File: src/rtl/core/scrs_pkg.sv
// ----------------------------------------------------------------------------
// scrs_pkg
// Shared types, constants and helper functions of the slave clock rate
// synchroniser.
// ----------------------------------------------------------------------------
package scrs_pkg;

    localparam int unsigned HALF_DAY_SECONDS = 43200;

    localparam logic [1:0] CFG_MAX_RATE    = 2'd0;
    localparam logic [1:0] CFG_HOUR_OFFSET = 2'd1;
    localparam logic [1:0] CFG_SYNC_WINDOW = 2'd2;
    localparam logic [1:0] CFG_ACTIVE      = 2'd3;

    localparam logic [4:0]  MAX_RATE_RESET    = 5'd10;
    localparam logic [4:0]  HOUR_OFFSET_RESET = 5'd0;
    localparam logic [14:0] SYNC_WINDOW_RESET = 15'd60;

    localparam logic [1:0] PULSE_NONE   = 2'd0;
    localparam logic [1:0] PULSE_FIRST  = 2'd1;
    localparam logic [1:0] PULSE_SECOND = 2'd2;

    typedef enum logic [1:0] {
        MODE_LOCAL_STEP   = 2'd0,
        MODE_NET_STEP     = 2'd1,
        MODE_NET_UPDATE   = 2'd2,
        MODE_STARTUP_LOAD = 2'd3
    } mode_t;

    typedef enum logic [3:0] {
        ST_IDLE,
        ST_APPLY,
        ST_TIME,
        ST_DELTA,
        ST_DECIDE,
        ST_CATCH_START,
        ST_CATCH_WAIT,
        ST_WAIT_START,
        ST_WAIT_WAIT,
        ST_EMIT
    } state_t;

    typedef struct packed {
        logic [3:0] h;
        logic [5:0] m;
        logic [5:0] s;
    } clk_time_t;

    typedef struct packed {
        logic capture;
        logic apply;
        logic calc_time;
        logic calc_delta;
        logic decide;
        logic div_start;
        logic div_sel;
        logic store_catchup;
        logic finish_div;
        logic emit;
    } cmd_t;

    typedef struct packed {
        logic need_decision;
        logic div_needed;
        logic div_done;
        logic out_free;
    } status_t;

    function automatic logic [7:0] top_rate(input logic [4:0] max_rate);
        logic [7:0] r;
        r = {max_rate, 3'b000} + {2'b00, max_rate, 1'b0};
        if (max_rate > 5'd25)
        begin
            r = 8'd250;
        end
        return r;
    endfunction

    function automatic logic [3:0] mod12(input logic [5:0] v);
        logic [5:0] r;
        priority if (v >= 6'd60)
        begin
            r = v - 6'd60;
        end
        else if (v >= 6'd48)
        begin
            r = v - 6'd48;
        end
        else if (v >= 6'd36)
        begin
            r = v - 6'd36;
        end
        else if (v >= 6'd24)
        begin
            r = v - 6'd24;
        end
        else if (v >= 6'd12)
        begin
            r = v - 6'd12;
        end
        else
        begin
            r = v;
        end
        return r[3:0];
    endfunction

    function automatic clk_time_t tick_second(input clk_time_t t);
        clk_time_t r;
        r = t;
        r.s = t.s + 6'd1;
        if (r.s >= 6'd60)
        begin
            r.s = '0;
            r.m = t.m + 6'd1;
        end
        if (r.m >= 6'd60)
        begin
            r.m = '0;
            r.h = r.h + 4'd1;
        end
        if (r.h >= 4'd12)
        begin
            r.h = '0;
        end
        return r;
    endfunction

endpackage

File: src/rtl/core/scrs_div.sv
// ----------------------------------------------------------------------------
// scrs_div
// Restoring divider, 16-bit dividend by 8-bit divisor, one quotient bit per
// cycle.
// ----------------------------------------------------------------------------
module scrs_div
(
    input  logic        clk,
    input  logic        rst_n,
    input  logic        start,
    input  logic [15:0] dividend,
    input  logic [7:0]  divisor,
    output logic        done,
    output logic [15:0] quotient
);

    logic        busy_reg, busy_next;
    logic [4:0]  cnt_reg, cnt_next;
    logic        done_reg, done_next;
    logic [7:0]  rem_reg, rem_next;
    logic [15:0] quo_reg, quo_next;
    logic [7:0]  dsr_reg, dsr_next;
    logic [8:0]  shifted;
    logic [8:0]  trial;

    always_comb
    begin
        shifted   = {rem_reg, quo_reg[15]};
        trial     = shifted - {1'b0, dsr_reg};
        busy_next = busy_reg;
        cnt_next  = cnt_reg;
        done_next = 1'b0;
        rem_next  = rem_reg;
        quo_next  = quo_reg;
        dsr_next  = dsr_reg;
        if (start)
        begin
            busy_next = 1'b1;
            cnt_next  = 5'd16;
            rem_next  = '0;
            quo_next  = dividend;
            dsr_next  = divisor;
        end
        else if (busy_reg)
        begin
            if (shifted >= {1'b0, dsr_reg})
            begin
                rem_next = trial[7:0];
                quo_next = {quo_reg[14:0], 1'b1};
            end
            else
            begin
                rem_next = shifted[7:0];
                quo_next = {quo_reg[14:0], 1'b0};
            end
            cnt_next = cnt_reg - 5'd1;
            if (cnt_reg == 5'd1)
            begin
                busy_next = 1'b0;
                done_next = 1'b1;
            end
        end
    end

    always_ff @(posedge clk or negedge rst_n)
    begin
        if (!rst_n)
        begin
            busy_reg <= 1'b0;
            cnt_reg  <= '0;
            done_reg <= 1'b0;
        end
        else
        begin
            busy_reg <= busy_next;
            cnt_reg  <= cnt_next;
            done_reg <= done_next;
        end
    end

    always_ff @(posedge clk)
    begin
        rem_reg <= rem_next;
        quo_reg <= quo_next;
        dsr_reg <= dsr_next;
    end

    assign done     = done_reg;
    assign quotient = quo_reg;

endmodule

File: src/rtl/core/scrs_dp.sv
// ----------------------------------------------------------------------------
// scrs_dp
// Datapath: configuration registers, local and network clocks, difference
// and rate decision, divider and output register.
// ----------------------------------------------------------------------------
module scrs_dp
    import scrs_pkg::*;
(
    input  logic        clk,
    input  logic        rst_n,
    input  cmd_t        cmd,
    output status_t     status,
    input  logic        cfg_we,
    input  logic [1:0]  cfg_index,
    input  logic [14:0] cfg_data,
    input  logic [1:0]  mode,
    input  logic [4:0]  hours,
    input  logic [5:0]  minutes,
    input  logic [5:0]  seconds,
    input  logic [7:0]  rate_tenths,
    input  logic        stopped,
    output logic        out_valid,
    input  logic        out_ready,
    output logic [3:0]  local_hours,
    output logic [5:0]  local_minutes,
    output logic [5:0]  local_seconds,
    output logic [7:0]  local_rate,
    output logic        rate_changed,
    output logic [1:0]  pulse_coil,
    output logic        update_accepted
);

    localparam logic signed [17:0] HALF_DAY_S  = 18'(HALF_DAY_SECONDS);
    localparam logic signed [17:0] FULL_DAY_S  = 18'(2 * HALF_DAY_SECONDS);
    localparam logic [16:0]        HALF_DAY_17 = 17'(HALF_DAY_SECONDS);
    localparam logic [15:0]        HALF_DAY_16 = 16'(HALF_DAY_SECONDS);

    // configuration
    logic [4:0]  max_rate_reg;
    logic [4:0]  hour_offset_reg;
    logic [14:0] sync_window_reg;
    logic        active_reg;

    // clock state
    clk_time_t   our_time_reg, our_time_next;
    logic [7:0]  our_rate_reg, our_rate_next;
    clk_time_t   net_time_reg, net_time_next;
    logic [7:0]  net_rate_reg, net_rate_next;
    logic        toggle_reg, toggle_next;

    // captured request
    mode_t       mode_reg;
    logic [4:0]  hours_reg;
    logic [5:0]  minutes_reg;
    logic [5:0]  seconds_reg;
    logic [7:0]  rate_reg;
    logic        stopped_reg;
    logic [7:0]  old_rate_reg;
    logic [1:0]  pulse_reg, pulse_next;
    logic        accepted_reg, accepted_next;

    // decision working registers
    logic [15:0] nt_reg;
    logic [15:0] ot_reg;
    logic [15:0] d_reg;
    logic [15:0] catchup_reg;

    // output register
    logic        out_valid_reg;
    logic [3:0]  lh_reg;
    logic [5:0]  lm_reg;
    logic [5:0]  ls_reg;
    logic [7:0]  lr_reg;
    logic        rc_reg;
    logic [1:0]  pc_reg;
    logic        ua_reg;

    logic [7:0]        mx;
    logic              range_ok;
    logic signed [6:0] hsum;
    clk_time_t         load_time;
    clk_time_t         upd_time;
    logic [15:0]       nt_calc;
    logic [15:0]       ot_calc;
    logic signed [17:0] diff;
    logic signed [17:0] p1;
    logic signed [17:0] p2;
    logic signed [17:0] m1;
    logic signed [17:0] d_sel;
    logic [16:0]       d17;
    logic [16:0]       w17;
    logic [16:0]       hw17;
    logic              near_w;
    logic              near_h;
    logic              rule_hold;
    logic              rule_match;
    logic              rule_run;
    logic              rule_stop;
    logic [15:0]       div_dividend;
    logic [7:0]        div_divisor;
    logic              div_done;
    logic [15:0]       div_quo;

    assign mx       = top_rate(max_rate_reg);
    assign range_ok = (hours_reg < 5'd24) && (minutes_reg < 6'd60) && (seconds_reg < 6'd60);
    assign hsum     = $signed({2'b00, hours_reg})
                    + $signed({{2{hour_offset_reg[4]}}, hour_offset_reg}) + 7'sd24;

    always_comb
    begin
        load_time.h = mod12({1'b0, hours_reg});
        load_time.m = minutes_reg;
        load_time.s = seconds_reg;
        upd_time.h  = mod12(hsum[5:0]);
        upd_time.m  = minutes_reg;
        upd_time.s  = seconds_reg;
    end

    // seconds since twelve o'clock
    assign nt_calc = {12'b0, net_time_reg.h} * 16'd3600 + {10'b0, net_time_reg.m} * 16'd60
                   + {10'b0, net_time_reg.s};
    assign ot_calc = {12'b0, our_time_reg.h} * 16'd3600 + {10'b0, our_time_reg.m} * 16'd60
                   + {10'b0, our_time_reg.s};

    // difference reduced into one half day
    always_comb
    begin
        diff = $signed({2'b00, nt_reg}) - $signed({2'b00, ot_reg});
        p1   = diff + HALF_DAY_S;
        p2   = diff + FULL_DAY_S;
        m1   = diff - HALF_DAY_S;
        priority if (diff < 18'sd0)
        begin
            d_sel = (p1 < 18'sd0) ? p2 : p1;
        end
        else if (diff >= HALF_DAY_S)
        begin
            d_sel = m1;
        end
        else
        begin
            d_sel = diff;
        end
    end

    assign d17        = {1'b0, d_reg};
    assign w17        = {2'b00, sync_window_reg};
    assign hw17       = {3'b000, sync_window_reg[14:1]};
    assign near_w     = (d17 < w17) || (d17 > HALF_DAY_17 - w17);
    assign near_h     = (d17 < hw17) || (d17 > HALF_DAY_17 - hw17);
    assign rule_hold  = near_w && (net_rate_reg == our_rate_reg);
    assign rule_match = near_h && (net_rate_reg <= mx);
    assign rule_run   = (net_rate_reg == 8'd0);
    assign rule_stop  = (net_rate_reg >= mx);

    assign div_dividend = cmd.div_sel ? (HALF_DAY_16 - d_reg) : d_reg;
    assign div_divisor  = cmd.div_sel ? net_rate_reg : (mx - net_rate_reg);

    scrs_div u_div
    (
        .clk      (clk),
        .rst_n    (rst_n),
        .start    (cmd.div_start),
        .dividend (div_dividend),
        .divisor  (div_divisor),
        .done     (div_done),
        .quotient (div_quo)
    );

    always_comb
    begin
        status.need_decision = (mode_reg != MODE_STARTUP_LOAD) && active_reg
                             && ((mode_reg != MODE_NET_UPDATE) || range_ok);
        status.div_needed    = !(rule_hold || rule_match || rule_run || rule_stop);
        status.div_done      = div_done;
        status.out_free      = !out_valid_reg || out_ready;
    end

    always_comb
    begin
        our_time_next = our_time_reg;
        our_rate_next = our_rate_reg;
        net_time_next = net_time_reg;
        net_rate_next = net_rate_reg;
        toggle_next   = toggle_reg;
        pulse_next    = pulse_reg;
        accepted_next = accepted_reg;
        if (cmd.capture)
        begin
            pulse_next    = PULSE_NONE;
            accepted_next = 1'b0;
        end
        if (cmd.apply)
        begin
            unique case (mode_reg)
                MODE_STARTUP_LOAD:
                begin
                    our_time_next = load_time;
                    our_rate_next = (rate_reg > mx) ? mx : rate_reg;
                    net_time_next = load_time;
                    net_rate_next = rate_reg;
                end
                MODE_LOCAL_STEP:
                begin
                    if (active_reg)
                    begin
                        pulse_next    = toggle_reg ? PULSE_FIRST : PULSE_SECOND;
                        toggle_next   = !toggle_reg;
                        our_time_next = tick_second(our_time_reg);
                    end
                end
                MODE_NET_STEP:
                begin
                    if (active_reg)
                    begin
                        net_time_next = tick_second(net_time_reg);
                    end
                end
                MODE_NET_UPDATE:
                begin
                    if (active_reg && range_ok)
                    begin
                        net_time_next = upd_time;
                        net_rate_next = stopped_reg ? 8'd0 : rate_reg;
                        accepted_next = 1'b1;
                    end
                end
            endcase
        end
        if (cmd.decide)
        begin
            priority if (rule_hold)
            begin
                our_rate_next = our_rate_reg;
            end
            else if (rule_match)
            begin
                our_rate_next = net_rate_reg;
            end
            else if (rule_run)
            begin
                our_rate_next = mx;
            end
            else if (rule_stop)
            begin
                our_rate_next = 8'd0;
            end
            else
            begin
                our_rate_next = our_rate_reg;
            end
        end
        if (cmd.finish_div)
        begin
            our_rate_next = (div_quo <= catchup_reg) ? 8'd0 : mx;
        end
    end

    always_ff @(posedge clk or negedge rst_n)
    begin
        if (!rst_n)
        begin
            max_rate_reg    <= MAX_RATE_RESET;
            hour_offset_reg <= HOUR_OFFSET_RESET;
            sync_window_reg <= SYNC_WINDOW_RESET;
            active_reg      <= 1'b0;
        end
        else if (cfg_we)
        begin
            unique case (cfg_index)
                CFG_MAX_RATE:    max_rate_reg    <= cfg_data[4:0];
                CFG_HOUR_OFFSET: hour_offset_reg <= cfg_data[4:0];
                CFG_SYNC_WINDOW: sync_window_reg <= cfg_data;
                CFG_ACTIVE:      active_reg      <= cfg_data[0];
                default:         active_reg      <= active_reg;
            endcase
        end
    end

    always_ff @(posedge clk or negedge rst_n)
    begin
        if (!rst_n)
        begin
            our_time_reg  <= '0;
            our_rate_reg  <= '0;
            net_time_reg  <= '0;
            net_rate_reg  <= '0;
            toggle_reg    <= 1'b0;
            out_valid_reg <= 1'b0;
        end
        else
        begin
            our_time_reg <= our_time_next;
            our_rate_reg <= our_rate_next;
            net_time_reg <= net_time_next;
            net_rate_reg <= net_rate_next;
            toggle_reg   <= toggle_next;
            if (cmd.emit)
            begin
                out_valid_reg <= 1'b1;
            end
            else if (out_ready)
            begin
                out_valid_reg <= 1'b0;
            end
        end
    end

    always_ff @(posedge clk)
    begin
        pulse_reg    <= pulse_next;
        accepted_reg <= accepted_next;
        if (cmd.capture)
        begin
            mode_reg     <= mode_t'(mode);
            hours_reg    <= hours;
            minutes_reg  <= minutes;
            seconds_reg  <= seconds;
            rate_reg     <= rate_tenths;
            stopped_reg  <= stopped;
            old_rate_reg <= our_rate_reg;
        end
        if (cmd.calc_time)
        begin
            nt_reg <= nt_calc;
            ot_reg <= ot_calc;
        end
        if (cmd.calc_delta)
        begin
            d_reg <= d_sel[15:0];
        end
        if (cmd.store_catchup)
        begin
            catchup_reg <= div_quo;
        end
        if (cmd.emit)
        begin
            lh_reg <= our_time_reg.h;
            lm_reg <= our_time_reg.m;
            ls_reg <= our_time_reg.s;
            lr_reg <= our_rate_reg;
            rc_reg <= (our_rate_reg != old_rate_reg);
            pc_reg <= pulse_reg;
            ua_reg <= accepted_reg;
        end
    end

    assign out_valid       = out_valid_reg;
    assign local_hours     = lh_reg;
    assign local_minutes   = lm_reg;
    assign local_seconds   = ls_reg;
    assign local_rate      = lr_reg;
    assign rate_changed    = rc_reg;
    assign pulse_coil      = pc_reg;
    assign update_accepted = ua_reg;

endmodule

File: src/rtl/core/scrs_ctrl.sv
// ----------------------------------------------------------------------------
// scrs_ctrl
// Controller: sequences capture, state update, rate decision, the two
// divisions and the hand-over to the output register.
// ----------------------------------------------------------------------------
module scrs_ctrl
    import scrs_pkg::*;
(
    input  logic    clk,
    input  logic    rst_n,
    input  logic    in_valid,
    output logic    in_ready,
    input  status_t status,
    output cmd_t    cmd
);

    state_t state_reg, state_next;

    always_comb
    begin
        state_next = state_reg;
        unique case (state_reg)
            ST_IDLE:
            begin
                if (in_valid)
                begin
                    state_next = ST_APPLY;
                end
            end
            ST_APPLY:       state_next = status.need_decision ? ST_TIME : ST_EMIT;
            ST_TIME:        state_next = ST_DELTA;
            ST_DELTA:       state_next = ST_DECIDE;
            ST_DECIDE:      state_next = status.div_needed ? ST_CATCH_START : ST_EMIT;
            ST_CATCH_START: state_next = ST_CATCH_WAIT;
            ST_CATCH_WAIT:
            begin
                if (status.div_done)
                begin
                    state_next = ST_WAIT_START;
                end
            end
            ST_WAIT_START:  state_next = ST_WAIT_WAIT;
            ST_WAIT_WAIT:
            begin
                if (status.div_done)
                begin
                    state_next = ST_EMIT;
                end
            end
            ST_EMIT:
            begin
                if (status.out_free)
                begin
                    state_next = ST_IDLE;
                end
            end
            default:        state_next = ST_IDLE;
        endcase
    end

    always_comb
    begin
        cmd = '0;
        unique case (state_reg)
            ST_IDLE:        cmd.capture = in_valid;
            ST_APPLY:       cmd.apply = 1'b1;
            ST_TIME:        cmd.calc_time = 1'b1;
            ST_DELTA:       cmd.calc_delta = 1'b1;
            ST_DECIDE:      cmd.decide = 1'b1;
            ST_CATCH_START: cmd.div_start = 1'b1;
            ST_CATCH_WAIT:  cmd.store_catchup = status.div_done;
            ST_WAIT_START:
            begin
                cmd.div_start = 1'b1;
                cmd.div_sel   = 1'b1;
            end
            ST_WAIT_WAIT:   cmd.finish_div = status.div_done;
            ST_EMIT:        cmd.emit = status.out_free;
            default:        cmd = '0;
        endcase
    end

    always_ff @(posedge clk or negedge rst_n)
    begin
        if (!rst_n)
        begin
            state_reg <= ST_IDLE;
        end
        else
        begin
            state_reg <= state_next;
        end
    end

    assign in_ready = (state_reg == ST_IDLE);

endmodule

File: src/rtl/core/slave_clock_rate_sync_unit.sv
// ----------------------------------------------------------------------------
// slave_clock_rate_sync_unit
// Keeps a local and a network 12-hour clock and, while active, picks the local
// rate after every step or accepted network update.
//
// One request is worked on at a time. A request that needs no rate decision
// (startup load, inactive clock, rejected update) goes from the apply state
// straight to the emit state; one decided by the hold, match, run or stop
// rules also passes the time, delta and decide states; one that must compare
// catching up against waiting also runs the shared one-bit-per-cycle divider,
// which forms the two quotients one after the other, each from a start state
// through a wait state. The result sits in an output register, so the next
// request is taken while it waits; a request finishes only once that register is free.
// ----------------------------------------------------------------------------
module slave_clock_rate_sync_unit
    import scrs_pkg::*;
(
    input  logic        clk,
    input  logic        rst_n,
    input  logic        cfg_we,
    input  logic [1:0]  cfg_index,
    input  logic [14:0] cfg_data,
    input  logic        in_valid,
    output logic        in_ready,
    input  logic [1:0]  mode,
    input  logic [4:0]  hours,
    input  logic [5:0]  minutes,
    input  logic [5:0]  seconds,
    input  logic [7:0]  rate_tenths,
    input  logic        stopped,
    output logic        out_valid,
    input  logic        out_ready,
    output logic [3:0]  local_hours,
    output logic [5:0]  local_minutes,
    output logic [5:0]  local_seconds,
    output logic [7:0]  local_rate,
    output logic        rate_changed,
    output logic [1:0]  pulse_coil,
    output logic        update_accepted
);

    cmd_t    cmd;
    status_t status;

    scrs_ctrl u_ctrl
    (
        .clk      (clk),
        .rst_n    (rst_n),
        .in_valid (in_valid),
        .in_ready (in_ready),
        .status   (status),
        .cmd      (cmd)
    );

    scrs_dp u_dp
    (
        .clk             (clk),
        .rst_n           (rst_n),
        .cmd             (cmd),
        .status          (status),
        .cfg_we          (cfg_we),
        .cfg_index       (cfg_index),
        .cfg_data        (cfg_data),
        .mode            (mode),
        .hours           (hours),
        .minutes         (minutes),
        .seconds         (seconds),
        .rate_tenths     (rate_tenths),
        .stopped         (stopped),
        .out_valid       (out_valid),
        .out_ready       (out_ready),
        .local_hours     (local_hours),
        .local_minutes   (local_minutes),
        .local_seconds   (local_seconds),
        .local_rate      (local_rate),
        .rate_changed    (rate_changed),
        .pulse_coil      (pulse_coil),
        .update_accepted (update_accepted)
    );

endmodule
File: config.mk
export PLATFORM = sky130hd
export DESIGN_NAME = slave_clock_rate_sync_unit
export DESIGN_NICKNAME = d
export VERILOG_FILES = /design/src/rtl/core/scrs_pkg.sv /design/src/rtl/core/scrs_div.sv /design/src/rtl/core/scrs_dp.sv /design/src/rtl/core/scrs_ctrl.sv /design/src/rtl/core/slave_clock_rate_sync_unit.sv
export SDC_FILE = /design/constraint.sdc
export NUM_CORES = 1
export LEC_CHECK = 0
export BUFFER_PORTS_ARGS = -buffer_cell sky130_fd_sc_hd__buf_2
export CAP_MARGIN = 0
export CORE_MARGIN = 2
export CORE_UTILIZATION = 50
export DETAILED_ROUTE_END_ITERATION = 10
export PLACE_DENSITY = 0.7
export SLEW_MARGIN = 20
export SYNTH_ARGS = -nofsm -noshare
export SYNTH_HDL_FRONTEND = slang
export SYNTH_SLANG_ARGS = --single-unit
File: constraint.sdc
create_clock -name clk -period 4.33 [get_ports clk]
set_input_delay 0.2165 -clock clk [delete_from_list [all_inputs] [get_ports clk]]
set_output_delay 0.2165 -clock clk [all_outputs]
set_load 0.1 [all_outputs]
# After elaboration in Yosys (flattened, before gate mapping)
# Cells that the tools add are included.
op_classes:
  order_cmp: 32
  addsub: 33
  n_mux: 92
  multipliers: 4
  reduce_logical: 38
  eq_ne: 29
op_table:
  columns: ["operator", "count"]
  rows:
  - ["$mux 16", 9]
  - ["$mux 8", 15]
  - ["$mux 12", 8]
  - ["$mux 10", 8]
  - ["$mux 4", 18]
  - ["$pmux 16 s3", 1]
  - ["$ge 6x6->1 const B", 7]
  - ["$pmux 4 s10", 1]
  - ["$gt 16x17->1", 2]
  - ["$add 16x12->16", 2]
  - ["$add 16x6->16", 2]
  - ["$pmux 16 s2", 1]
  - ["$add 6x1->6 const B", 4]
  - ["$mul 4x8->12 const B", 2]
  - ["$sub 4x4->4 const B", 6]
  - ["$mux 1", 23]
  - ["$mul 6x4->10 const B", 2]
  - ["$add 17x17->18 const B", 1]
  - ["$ge 5x6->1 const B", 3]
  - ["$lt 18x1->1 const B", 1]
  - ["$ge 17x17->1 const B", 1]
  - ["$lt 17x1->1 const B", 1]
  - ["$sub 16x14->17 const A", 1]
  - ["$sub 16x15->17 const A", 1]
  - ["55 further kinds", 108]
totals:
  ff_bits: 250
  elab_cells: 269

# Longest topological paths before layout
logic_depth:
  word_depth: 15
  mapped_depth: 19

# Cells and area by module
# A second synthesis with hierarchy kept.
unflattened:
  hier_cells: 1895
  hier_area_um2: 18906.9
modules_own_cells:
  columns: ["mod", "cells_each", "area_each_um2", "seq_area_each_um2", "instances"]
  rows:
  - ["scrs_dp", 1677, 16488.3, 5813.1, 1]
  - ["scrs_div", 168, 2024.4, 1056.0, 1]
  - ["scrs_ctrl", 50, 394.1, 100.1, 1]

# Worst setup path before layout
# No wires, ideal clock.
synth_timing:
  path_type: "register to register"
  startpoint: "reg u_ctrl.state_reg[0]"
  endpoint: "reg u_dp.hours_reg[0] (enable)"
  t_arrival_ns: 4.946
  path_stages_with_launch: 5
  n_path_buf: 1
  setup_slack_ns: -1.007
  setup_time_ns: 0.391
  cell_sequence: "dfrtp_1 clkbuf_1 nor4_1 nand2_1 inv_1"
synth_rtl:
  columns: ["item", "line", "rtl"]
  rows:
  - ["from (decl)", "scrs_ctrl.sv:17", "state_t state_reg, state_next;"]
  - ["from (signal assigned)", "scrs_ctrl.sv:91", "state_reg <= state_next;"]
  - ["to (signal assigned)", "scrs_dp.sv:316", "hours_reg <= hours;"]
  - ["to (decl)", "scrs_dp.sv:53", "logic [4:0] hours_reg;"]

# Worst setup path after layout
layout_timing:
  startpoint: "reg u_dp.our_time_reg[8] (netlist bit)"
  endpoint: "reg u_dp.ot_reg[15], data pin"
layout_between:
  elab_chain_len: 3
layout_rtl:
  columns: ["item", "line", "rtl"]
  rows:
  - ["from (decl)", "scrs_dp.sv:45", "clk_time_t our_time_reg, our_time_next;"]
  - ["from (signal assigned)", "scrs_dp.sv:293", "our_time_reg <= our_time_next;"]
  - ["$mul 6x4->10", "scrs_dp.sv:122", "assign ot_calc = {12'b0, our_time_reg.h} * 16'd3600 + {10'b0, our_time_reg.m} * 16'd60"]
  - ["$add 16x12->16", "scrs_dp.sv:122", null]
  - ["$add 16x6->16", "scrs_dp.sv:123", "+ {10'b0, our_time_reg.s};"]
  - ["named net u_dp.ot_calc[15]", "scrs_dp.sv:84", "logic [15:0] ot_calc;"]
  - ["to (signal assigned)", "scrs_dp.sv:326", "ot_reg <= ot_calc;"]
  - ["to (decl)", "scrs_dp.sv:64", "logic [15:0] ot_reg;"]
# The timed path passes the listed nets, and every way through them passes these cells.
# A chain may end at the register's enable or synchronous reset.

==> flow_metrics.tcl <==
set metrics [dict create \
    status "finished with violations" \
    violations "setup timing" \
    p_per_area_mw_per_mm2 287 \
    cap_violations 0 \
    ant_nets 0 \
    slew_headroom 0.283 \
    worst_pin_slew_ns 1.07 \
    drt-initial-drc-count 866 \
    tritoncts "built" \
    synth.avg_cell_area_um2 9.79 \
    setup_viol 2 \
    grt_pass1_wl_um 73800 \
    ff_latch_area_mm2 0.00697 \
    synth_largest_area_cell "edfxtp_1" \
    numCtsBuffers 28 \
    dpl.hpwl_um 34600 \
    yosysSeqAreaShare 0.370 \
    synthTopCellsByArea "edfxtp_1, ha_1, dfrtp_1" \
    rsz0062_at_grt "true" \
    path_clk_slew_ns 0.06 \
    maxSlewViolCount 0 \
    clock.fmax_mhz 229 \
    core_mm2 0.0374 \
    arrival_ns 4.67 \
    cp.required_ns 4.64 \
    place_area_mm2 0.0202 \
    yosysMostFrequentCell "ha_1" \
    drt-wirelength-per-cell_um 17.2 \
    routed-via-count 15000 \
    synth_cell_type_count 94 \
    portBuffers 79 \
    power.leakage_uw 0.00996 \
    synth_warnings 0 \
    grt_max_degree 53 \
    peakVddDrop_mv 0.304 \
    dieHeight_um 198 \
    grt_usage 0.233 \
    final.period_utilization 1.01 \
    dr.pass1.iters 5 \
    clk_latency_ns 0.56 \
    fin_total_pwr_uw 6300 \
    synth_top_area_frac 0.242 \
    worstHoldPathType "in -> reg" \
    post-route-drc-count 0 \
    multiInputGateArea_mm2 0.0112 \
    finalHoldViolCount 0 \
    die-width_um 198 \
    synthFlopType "edfxtp_1" \
    finalCriticalPeriod_ns 4.36 \
    initial_core_util 0.503 \
    syn2layout_area_growth_pct 16.4 \
    path_max_fanout 5 \
    ys_ff_latch 250 \
    clock_sinks 250 \
    grt_pass1_vias 14900 \
    nNetsFinal 2426 \
    crit_type "reg -> reg" \
    cts_root_buf "clkbuf_16" \
    netlist_area_mm2 0.0188 \
    overflow 0 \
    diodes 0 \
    async_flop_share 0.348 \
    synthCells 1923 \
    skew_ns 0.0164 \
    yosys-top-cells-count "ha_1, inv_1, nand2_1" \
    layout-drive-gt1-share 0.148 \
    clock_path_buffers 3 \
    rows 71 \
    endpoint_kind "flip-flop" \
    dieArea_mm2 0.0392 \
    cts.htree.levels 1 \
    place_congestion 0.908 \
    grt_antenna_before_repair 0 \
    synth-edff-count 152 \
    drt_wl_total_um 45500 \
    startpoint_type "flip-flop" \
    ios 80 \
    fin_ws_ns -0.0277 \
    fin_area_mm2 0.0219 \
    num-fill-cells 3163 \
    syn_nets 2243 \
    viasPerCell 5.68 \
]
[per-stage QoR]
step	utilization	setup TNS, ns	instances	setup WS, ns	hold slack [ns]
floorplan	-	-0.00142	1923	-0.00142	-0.0791
global placement	0.539	0	2528	0.0142	0.319
detailed placement	0.539	-0.329	2528	-0.101	0.329
CTS	0.580	-0.112	2630	-0.0663	0.00459
global route	0.586	-0.776	2639	-0.199	0.0233
finish	0.586	-0.0362	2639	-0.0277	0.0376
[area by class of cell]
cell class,instances,share of cell area
Clock buffer,33,0.0347
Clock inverter,19,0.0100
Inverter,201,0.0344
Multi-Input combinational cell,1427,0.509
Sequential cell,250,0.318
Tap cell,511,0.0292
Timing Repair Buffer,198,0.0639
[critical path, stage by stage (launching register included)]
cell	delay, ns
dfrtp_2	0.44
fa_1	0.52
fa_1	0.53
inv_2	0.05
fa_2	0.52
fa_1	0.42
inv_2	0.09
ha_4	0.22
a21o_1	0.19
a21oi_2	0.13
o21bai_1	0.09
a21oi_2	0.17
nor2_1	0.08
o21a_1	0.20
o21a_1	0.19
o211ai_1	0.19
xnor2_1	0.08
[path summary, 6_finish.rpt]
check                      depth (start not counted)                               end  slack, ns                             start
max                                               16         u_dp.ot_reg[15]$_DFFE_PP_      -0.03  u_dp.our_time_reg[8]$_DFFE_PN0P_
min                                                3        u_dp.out_valid$_DFFE_PN0P_       0.04                         out_ready
max reg2reg                                       16         u_dp.ot_reg[15]$_DFFE_PP_      -0.03  u_dp.our_time_reg[8]$_DFFE_PN0P_
min reg2reg                                        0      u_dp.pulse_coil[1]$_DFFE_PP_       0.44         u_dp.pulse_reg[1]$_DFF_P_
max in group asynchronous                          3  u_dp.our_time_reg[8]$_DFFE_PN0P_       3.07                             rst_n
min in group asynchronous                          2       u_dp.toggle_reg$_DFFE_PN0P_       0.27                             rst_n
[layout by cell type (no fill, tap or decap), drive strengths merged, types with 8 or more instances in the layout]
cell type	n
inv	202
dfrtp	81
fa	35
clkbuf	33
and3	16
o21a	19
a21oi	121
or2	10
ha	235
a211oi	16
mux2i	19
o211ai	14
dlygate4sd3	43
a22o	12
o21bai	13
edfxtp	152
xor2	40
dfxtp	11
nor3	39
o21ai	131
nand2	159
a21o	42
a31oi	12
o31ai	11
nor2b	32
clkinv	11
buf	155
xnor2	95
mux2	32
nand2b	17
nand4	23
nor2	106
and2	13
nor4	12
or4	8
nand3	37
[layer usage]
metal | track usage | vias up | share of wire
met5 | 0 | - | 0
met4 | 0.0796 | 0 | 0.033
met3 | 0.0293 | 102 | 0.047
met2 | 0.415 | 406 | 0.49
met1 | 0.293 | 7210 | 0.43
li1 | - | 7260 | -
[cells by family after synthesis]
family                   count (synthesis)  share of synthesized area
buffers and inverters                  246                     0.0495
AO/OA/AOI/OAI                          470                      0.164
multiplexers                            51                     0.0292
adder cells (fa/ha/maj)                270                      0.193
XOR/XNOR                               135                     0.0632
flip-flops                             250                      0.370
AND/OR/NAND/NOR                        501                      0.131
[report_power, final]
part	internal, uW	switching [uW]
clock network	1500	999
logic	542	623
registers	2580	52.5
total	4620	1670
[repair_timing]
action / in CTS / in global routing
pin swaps: 14 / 15
cloned: 0 / 0
buffers inserted: 7 / 9
endpoints found under the hold margin: 94 / 0
endpoints found under the setup margin: 6 / 16
hold buffers: 43 / 0
gates resized for setup: 13 / 28
(Power assumes the default switching activity.)
